<file path="src/design/vkmt_pkg.sv">
`timescale 1ns / 1ps

package vkmt_pkg;

  // Table geometry.
  localparam int GROUPS     = 16;
  localparam int ENTRIES    = 128;
  localparam int KEY_LEN    = 8;
  localparam int ELEM_WIDTH = 16;

  // Fixed request field widths.
  localparam int KEY_IN_W   = 16;
  localparam int GROUP_IN_W = 4;
  localparam int KCOUNT_W   = 4;
  localparam int VALUE_W    = 64;
  localparam int MAX_KEYS   = 8;

  // Derived widths.
  localparam int GROUP_W    = (GROUPS > 1) ? $clog2(GROUPS) : 1;
  localparam int CNT_W      = $clog2(ENTRIES + 1);
  localparam int ROWS       = GROUPS * ENTRIES;
  localparam int ROW_W      = (ROWS > 1) ? $clog2(ROWS) : 1;
  localparam int KEY_ROW_W  = KEY_LEN * ELEM_WIDTH;
  localparam int DATA_W     = VALUE_W + KEY_ROW_W;

  // Request codes.
  localparam logic REQ_LOOKUP = 1'b0;
  localparam logic REQ_STORE  = 1'b1;

  // Response status codes.
  localparam logic STATUS_OK   = 1'b0;
  localparam logic STATUS_FULL = 1'b1;

  typedef struct packed {
    logic                        req_type;
    logic [GROUP_IN_W-1:0]       group;
    logic [KCOUNT_W-1:0]         key_count;
    logic signed [KEY_IN_W-1:0]  key_0;
    logic signed [KEY_IN_W-1:0]  key_1;
    logic signed [KEY_IN_W-1:0]  key_2;
    logic signed [KEY_IN_W-1:0]  key_3;
    logic signed [KEY_IN_W-1:0]  key_4;
    logic signed [KEY_IN_W-1:0]  key_5;
    logic signed [KEY_IN_W-1:0]  key_6;
    logic signed [KEY_IN_W-1:0]  key_7;
    logic [VALUE_W-1:0]          store_value;
  } req_t;

  typedef struct packed {
    logic               hit;
    logic [VALUE_W-1:0] found_value;
    logic               status;
  } rsp_t;

  // Commands from the controller to the datapath.
  typedef struct packed {
    logic load;      // capture a new request
    logic write;     // append the request to its partition
    logic set_full;  // record a refused store
    logic search;    // issue entry reads for a lookup
    logic set_hit;   // capture the value of the matching entry
    logic emit;      // move the result into the output register
  } cmd_t;

  // Status from the datapath to the controller.
  typedef struct packed {
    logic is_store;
    logic full;
    logic empty;
    logic match;
    logic last;
    logic out_free;
  } stat_t;

  // Sign-extend a key element and keep its low ELEM_WIDTH bits.
  function automatic logic [ELEM_WIDTH-1:0] norm_elem(input logic signed [KEY_IN_W-1:0] raw);
    logic signed [31:0] ext;
    ext = 32'(raw);
    return ext[ELEM_WIDTH-1:0];
  endfunction

  // Partition index: the group number folded into the partition count.
  function automatic logic [GROUP_W-1:0] group_index(input logic [GROUP_IN_W-1:0] grp);
    logic [GROUP_W-1:0] idx;
    idx = '0;
    for (int k = 0; k < (1 << GROUP_IN_W); k++) begin
      if (grp == GROUP_IN_W'(k)) begin
        idx = GROUP_W'(k % GROUPS);
      end
    end
    return idx;
  endfunction

endpackage

</file>
<file path="src/design/vkmt_ctrl.sv">
`timescale 1ns / 1ps

module vkmt_ctrl (
  input  logic            clk,
  input  logic            rst,
  input  logic            req_valid,
  output logic            req_stall,
  input  vkmt_pkg::stat_t stat,
  output vkmt_pkg::cmd_t  cmd
);

  typedef enum logic [3:0] {
    S_IDLE   = 4'b0001,
    S_DECIDE = 4'b0010,
    S_SEARCH = 4'b0100,
    S_DONE   = 4'b1000
  } state_t;

  state_t state;
  state_t state_next;

  // State register.
  always_ff @(posedge clk) begin
    if (rst) begin
      state <= S_IDLE;
    end else begin
      state <= state_next;
    end
  end

  // A new request is taken only while no request is in progress.
  assign req_stall = (state != S_IDLE);

  // Next state and datapath commands.
  always_comb begin
    state_next = state;
    cmd        = '0;
    unique case (state)
      S_IDLE: begin
        if (req_valid) begin
          cmd.load   = 1'b1;
          state_next = S_DECIDE;
        end
      end
      S_DECIDE: begin
        if (stat.is_store) begin
          if (stat.full) begin
            cmd.set_full = 1'b1;
          end else begin
            cmd.write = 1'b1;
          end
          state_next = S_DONE;
        end else if (stat.empty) begin
          state_next = S_DONE;
        end else begin
          state_next = S_SEARCH;
        end
      end
      S_SEARCH: begin
        cmd.search = 1'b1;
        if (stat.match) begin
          cmd.set_hit = 1'b1;
          state_next  = S_DONE;
        end else if (stat.last) begin
          state_next = S_DONE;
        end
      end
      S_DONE: begin
        if (stat.out_free) begin
          cmd.emit   = 1'b1;
          state_next = S_IDLE;
        end
      end
      default: begin
        state_next = S_IDLE;
      end
    endcase
  end

endmodule

</file>
<file path="config.mk">
export PLATFORM = sky130hd
export DESIGN_NAME = vkmt_ctrl
export DESIGN_NICKNAME = d
export VERILOG_FILES = /design/src/design/vkmt_pkg.sv /design/src/design/vkmt_ctrl.sv
export SDC_FILE = /design/constraint.sdc
export NUM_CORES = 1
export LEC_CHECK = 0
export BUFFER_PORTS_ARGS = -buffer_cell sky130_fd_sc_hd__buf_2
export CORE_AREA = 2 2 39 41
export CTS_CLUSTER_SIZE = 10
export DETAILED_ROUTE_END_ITERATION = 16
export DIE_AREA = 0 0 41 43
export REMOVE_ABC_BUFFERS = 1
export SYNTH_ARGS = -nofsm -noshare
export SYNTH_HDL_FRONTEND = slang
export SYNTH_SLANG_ARGS = --single-unit
</file>
<file path="constraint.sdc">
create_clock -name clk -period 1.6 [get_ports clk]
set_input_delay 0.24 -clock clk [delete_from_list [all_inputs] [get_ports clk]]
set_output_delay 0.24 -clock clk [all_outputs]
set_load 0.02 [all_outputs]
</file>
==> results of run 1 <==
[layout make-up]
type	count	area [um2]	area share
Sequential cell	4	86.3	0.212
Clock buffer	3	22.5	0.0552
Tap cell	16	20.0	0.0491
Inverter	2	7.51	0.0184
Multi-Input combinational cell	24	175	0.429
Timing Repair Buffer	17	96.3	0.236
[repair_timing]
action | 4_1_cts | 5_1_grt
setup endpoints to repair | 5 | 4
endpoints found under the hold margin | 0 | 0
gates resized for setup | 4 | 4
pin swaps | 0 | 1
[kinds of logic (layout without fill, tap and decap cells)]
family / Yosys count / count (layout) / share of synthesized area
buf+inv: 5 / 22 / 0.104
simple gates: 18 / 18 / 0.439
flops: 4 / 4 / 0.290
compound gates: 6 / 6 / 0.167
[report_power, final]
group	leakage [nW]	internal [mW]	total (mW)	switching [mW]
combinational	0.154	0.0290	0.0593	0.0304
sequential	0.0344	0.104	0.110	0.00699
clock	0.0138	0.0835	0.119	0.0358
[through the flow]
| stage | power [mW] | area (um2) | std cells | hold slack (ns) | setup slack, ns |
|---|---|---|---|---|---|
| floorplan | 0.142 | 255 | 30 | 0.312 | -0.288 |
| global placement | 0.164 | 365 | 63 | 0.475 | 0.169 |
| detailed placement | 0.165 | 365 | 63 | 0.479 | 0.167 |
| CTS | 0.293 | 394 | 66 | 0.229 | -0.0404 |
| global route | 0.308 | 408 | 66 | 0.241 | -0.0734 |
| finish | 0.289 | 408 | 66 | 0.232 | -0.0415 |
[cells in the final DEF, fill, tap and decap left out, drive strengths merged]
master / count
clkbuf: 3
inv: 2
or4b: 1
nor3b: 3
a211o: 1
o311a: 1
dfxtp: 4
a22oi: 1
nor4b: 2
buf: 17
nor2: 6
nand2: 1
o31ai: 1
nand3b: 1
and3: 1
a31oi: 1
nor3: 2
and2: 1
o21ai: 1
[layer usage]
metal  vias to the layer above  GRT usage
li1                        155          -
met1                       135     0.0547
met2                         8      0.109
met3                         0     0.0524
met4                         0     0.0400
met5                         -          0
[critical path: stages (launching register included)]
cell and delay [ns]:
dfxtp_4 0.36, or4b_4 0.58, nor2_4 0.11, buf_6 0.12
[worst paths after layout]
check	endpoint	slack (ns)
worst max-delay path	cmd[5]	-0.04
worst min-delay path	state[2]$_SDFFE_PP0P_	0.23
worst min register to register	state[0]$_SDFFE_PP1P_	0.57
worst max register to register	state[0]$_SDFFE_PP1P_	0.32
==> run_results.csv, run 1 <==
group,metric,value,unit
global_routing,antenna_found_initial,0,
placed_design,hpwlAfterDp,476,um
yosys,synth.distinct_cells,20,
sta,fin_ws,-0.0415,ns
min_path,min_from,"rst",
yosys,synth.area.top_cells,"dfxtp_1 29%, nor2_1 8.1%, nor3b_1 8.1%",
final_layout,antennaDiodeCount,0,
global_routing,gr-usage-all-layers,0.0683,
clock_tree,cts.sinks,4,
detailed_routing,wl_met3,60,um
worst_setup_path,critical_path_class,"flop to output pin",
detailed_routing,ant_nets,0,
global_routing,grt_first_pass_wirelength,772,um
die,fp.dieH,43,um
detailed_routing,drc,0,
yosys,yosysMostFrequentCell,"nor2_1",
sta,setup_tns,-0.0415,ns
worst_setup_path,r2r_cells,3,
die,chipWidth,41,um
final_layout,final_net_count,61,
final_layout,largest_reg_flops,4,
yosys,synth_area,277,um2
clock_tree,clk_path_buf_depth,2,
die,die-area,1760,um2
clock_tree,clkTransAtPathRegs,0.04,ns
clock_tree,clock_latency,0.23,ns
die,ioPinCount,16,
job,cap_violations,0,
power_and_ir_drop,powerDensity,709,nW/um2
sta,min_period_over_period,1.03,
final_layout,top_register,"state",
yosys,yosys.area.top_type_share,0.290,
final_layout,fillers,152,
power_and_ir_drop,p_leak,0.202,nW
sta,maxSlewHeadroom,0.824,
yosys,ys_top_cells_by_count,"6 x nor2_1, 4 x dfxtp_1, 3 x nor3b_1",
power_and_ir_drop,vdd_drop_max,0.000354,V
detailed_routing,detail_route.wl_per_cell,9.00,um
sta,hold_viol_final,0,
final_layout,final_util,0.295,
clock_tree,holdBufCountCts,0,
clock_tree,cts_setup_buffers,0,
clock_tree,cts_buffers,3,
clock_tree,htree_levels,1,
global_routing,grt-ovfl-total,0,
yosys,ys_async_sr_fraction,0,
min_path,worstHoldPathCells,2,
worst_setup_path,crit_fanout,10,
detailed_routing,drt-met1-wl,205,um
die,core_area,1380,um2
run_status,outcome,"finished, violations left",
placed_design,place_congestion,0.654,
detailed_routing,drtIter0Drc,9,
worst_setup_path,crit_required,1.36,ns
sta,period_minus_slack,1.64,ns
sta,fin_skew,0.00373,ns
yosys,synth.avg_cell_area,8.38,um2
global_routing,grt_start_max_net_pins,11,
yosys,yosysWarnings,0,
sta,drv_slew,0,
worst_setup_path,crit_start,"state[2]$_SDFFE_PP0P_",
yosys,synthCells,33,
final_layout,area_growth,47.5,%
sta,rsz0062_at_grt,"true",
run_status,violations,"negative setup slack",
worst_setup_path,r2r_start,"state[2]$_SDFFE_PP0P_",
clock_tree,root_buffer,"clkbuf_4",
global_routing,grt_pass1_vias,224,
yosys,synth-edff-count,0,
die,start_util,0.200,
sta,timing.fmax,609,MHz
clock_tree,cts_tree,"built",
yosys,yosysTopAreaCell,"dfxtp_1",
min_path,hold_class,"primary input to flop",
detailed_routing,vias_per_cell,4.52,
sta,tightest_slew,0.260,ns
final_layout,drive_above_1_share,0.540,
die,row_count,14,
detailed_routing,wirelength,594,um
detailed_routing,dr.max_layer_used,"met3",
final_layout,reg.largest.list,"state (4)",
sta,finalSetupViolCount,1,
detailed_routing,drtPass1Iterations,4,
detailed_routing,wl_met2,328,um
placed_design,port_buffers,15,
worst_setup_path,cp-start-kind,"flop",
worst_setup_path,critical_path_arrival,1.40,ns
yosys,ys_ff_latch,4,
detailed_routing,vias,298,
yosys,synthFlopType,"dfxtp_1",
worst_setup_path,crit_path_end_kind,"output pin",
yosys,yosysSeqAreaShare,0.290,
(Power assumes the default switching activity.)
==> run 2, diff against run 1 <==
- REMOVE_ABC_BUFFERS: 1 -> not set
==> run 2 against run 1 <==
Against the previous run: total power grew 6.3%; hold slack worse by 0.014 ns; clock skew is 0.0030 ns lower; maximum frequency increased by 1.1%; critical path depth is the same; highest routed layer unchanged; the flow still finishes with violations (negative setup slack); cell area rose by 13%; flip-flop and latch count unchanged; count of clock-buffer cells in the layout is the same; via count grew 8.4%; wire length grew 14%; die area is the same; sequential share of layout area down 1.5 points.
==> run_results.csv, run 2 (synthesis gave the netlist of run 1 again) <==
group,metric,value,unit
detailed_routing,drc,0,
worst_setup_path,critical_path_arrival,1.38,ns
final_layout,area_growth,66.1,%
sta,min_period_over_period,1.02,
worst_setup_path,max_stage_delay,0.57,ns
min_path,worstHoldPathCells,2,
global_routing,use_met1,0.108,
die,fp.dieH,43,um
clock_tree,cts_buffers,3,
final_layout,fillers,155,
sta,timing.fmax,616,MHz
worst_setup_path,cp-start-kind,"flop",
die,core_area,1380,um2
worst_setup_path,crit_buf_inv,1,
detailed_routing,vias,323,
sta,period_minus_slack,1.62,ns
final_layout,reg.largest.list,"state (4)",
sta,rsz0062_at_grt,"true",
sta,drv_slew,0,
min_path,min_from,"rst",
worst_setup_path,r2r_cells,4,
clock_tree,clock_latency,0.23,ns
detailed_routing,wirelength,676,um
run_status,outcome,"finished, violations left",
detailed_routing,detail_route.wl_per_cell,9.66,um
sta,maxSlewHeadroom,0.811,
placed_design,port_buffers,15,
final_layout,largest_reg_flops,4,
die,ioPinCount,16,
detailed_routing,drtPass1Iterations,2,
power_and_ir_drop,p_leak,0.225,nW
worst_setup_path,cpMaxStageDelayCell,"or4b_4",
clock_tree,cts_tree,"built",
worst_setup_path,crit_start,"state[3]$_SDFFE_PP0P_",
clock_tree,clk_path_buf_depth,2,
global_routing,grt_pass1_vias,318,
detailed_routing,vias_per_cell,4.61,
worst_setup_path,crit_required,1.36,ns
worst_setup_path,crit_fanout,7,
worst_setup_path,crit_family,"simple AND/OR/NAND/NOR gates",
worst_setup_path,r2r_start,"state[3]$_SDFFE_PP0P_",
sta,fin_skew,0.000726,ns
global_routing,grt_busiest_layer,"met2",
final_layout,layout_commonest_cell,"buf_2",
global_routing,grt_first_pass_wirelength,1170,um
die,die-area,1760,um2
global_routing,antenna_found_initial,0,
final_layout,top_register,"state",
sta,tightest_slew,0.283,ns
worst_setup_path,path_cells,"or4b_4, nor2_4, buf_6",
global_routing,grt_start_max_net_pins,10,
final_layout,final_util,0.332,
worst_setup_path,worst-r2r-setup-slack,0.21,ns
die,chipWidth,41,um
global_routing,use_met2,0.147,
final_layout,drive_above_1_share,0.630,
global_routing,grt_util_met3,0.0209,
job,cap_violations,0,
run_status,violations,"negative setup slack",
sta,setup_tns,-0.0243,ns
sta,finalSetupViolCount,1,
sta,fin_ws,-0.0243,ns
detailed_routing,drtIter0Drc,1,
final_layout,antennaDiodeCount,0,
clock_tree,holdBufCountCts,0,
worst_setup_path,critical_path_class,"flop to output pin",
yosys,syn_nets,42,
clock_tree,htree_levels,1,
sta,hold_viol_final,0,
die,start_util,0.200,
global_routing,grt-ovfl-total,0,
clock_tree,root_buffer,"clkbuf_4",
final_layout,final_cell_mix,"12 x buf_2, 8 x buf_4, 5 x nor2_1, 3 x nor3b_1, 3 x clkbuf_4",
global_routing,gr-usage-all-layers,0.0951,
power_and_ir_drop,powerDensity,669,nW/um2
power_and_ir_drop,design_power_total,0.307,mW
min_path,hold_class,"primary input to flop",
worst_setup_path,r2r_end,"state[0]$_SDFFE_PP1P_",
clock_tree,cts.sinks,4,
placed_design,place_congestion,0.703,
min_path,worstHoldEndpoint,"state[1]$_SDFFE_PP0P_",
detailed_routing,ant_nets,0,
power_and_ir_drop,vdd_drop_max,0.000283,V
final_layout,final_net_count,65,
worst_setup_path,crit_path_end_kind,"output pin",
placed_design,hpwlAfterDp,504,um
clock_tree,clkTransAtPathRegs,0.04,ns
die,row_count,14,
[run 2: cell count changes in the layout (fill, tap and decap cells not counted)]
cell	before	now
buf_2	14	12
buf_4	2	8
dfxtp_1	1	0
dfxtp_4	1	2
nor4b_1	2	0
nor4b_2	0	2
[run 2: power by group]
part           switching [mW]  internal, mW  leakage (nW)
clock network          0.0454        0.0842        0.0138
registers             0.00703         0.102        0.0343
logic                  0.0324        0.0361         0.176
[run 2: layout make-up]
type,instances,area (um2),area share
Tap cell,16,20.0,0.0436
Sequential cell,4,90.1,0.196
Inverter,2,7.51,0.0163
Clock buffer,3,22.5,0.0490
Multi-Input combinational cell,24,188,0.409
Timing Repair Buffer,21,131,0.286
[run 2: per-stage QoR]
stage	setup WS, ns	hold WS [ns]	area (um2)	std cells
floorplan	0.0343	0.312	283	33
global placement	0.173	0.472	372	63
detailed placement	0.163	0.467	372	63
CTS	-0.0324	0.211	425	69
global route	-0.0641	0.218	459	70
finish	-0.0243	0.218	459	70
[run 2: repair_timing]
item,in CTS,in global routing
gates resized for setup,5,8
pin swaps,2,2
setup endpoints to repair,5,3
buffers inserted,3,1
[run 2: worst reg2reg max path: stages (launching register included)]
cell,delay [ns]
dfxtp_4,0.36
or4b_4,0.57
buf_4,0.16
nor3_4,0.12
a31oi_1,0.05
[run 2: how the worst max path moves through the flow]
stage | endpoint | cells past startpoint
6_report | cmd[5] | 3
5_1_grt | cmd[5] | 3
4_1_cts | cmd[5] | 3
3_5_place_dp | cmd[5] | 3
3_3_place_gp | cmd[5] | 3
2_1_floorplan | cmd[5] | 3
[run 2: routing by layer]
layer,share of wire,vias up
met5,0,-
met4,0,0
met3,0.0044,0
met2,0.56,2
met1,0.43,158
li1,-,163
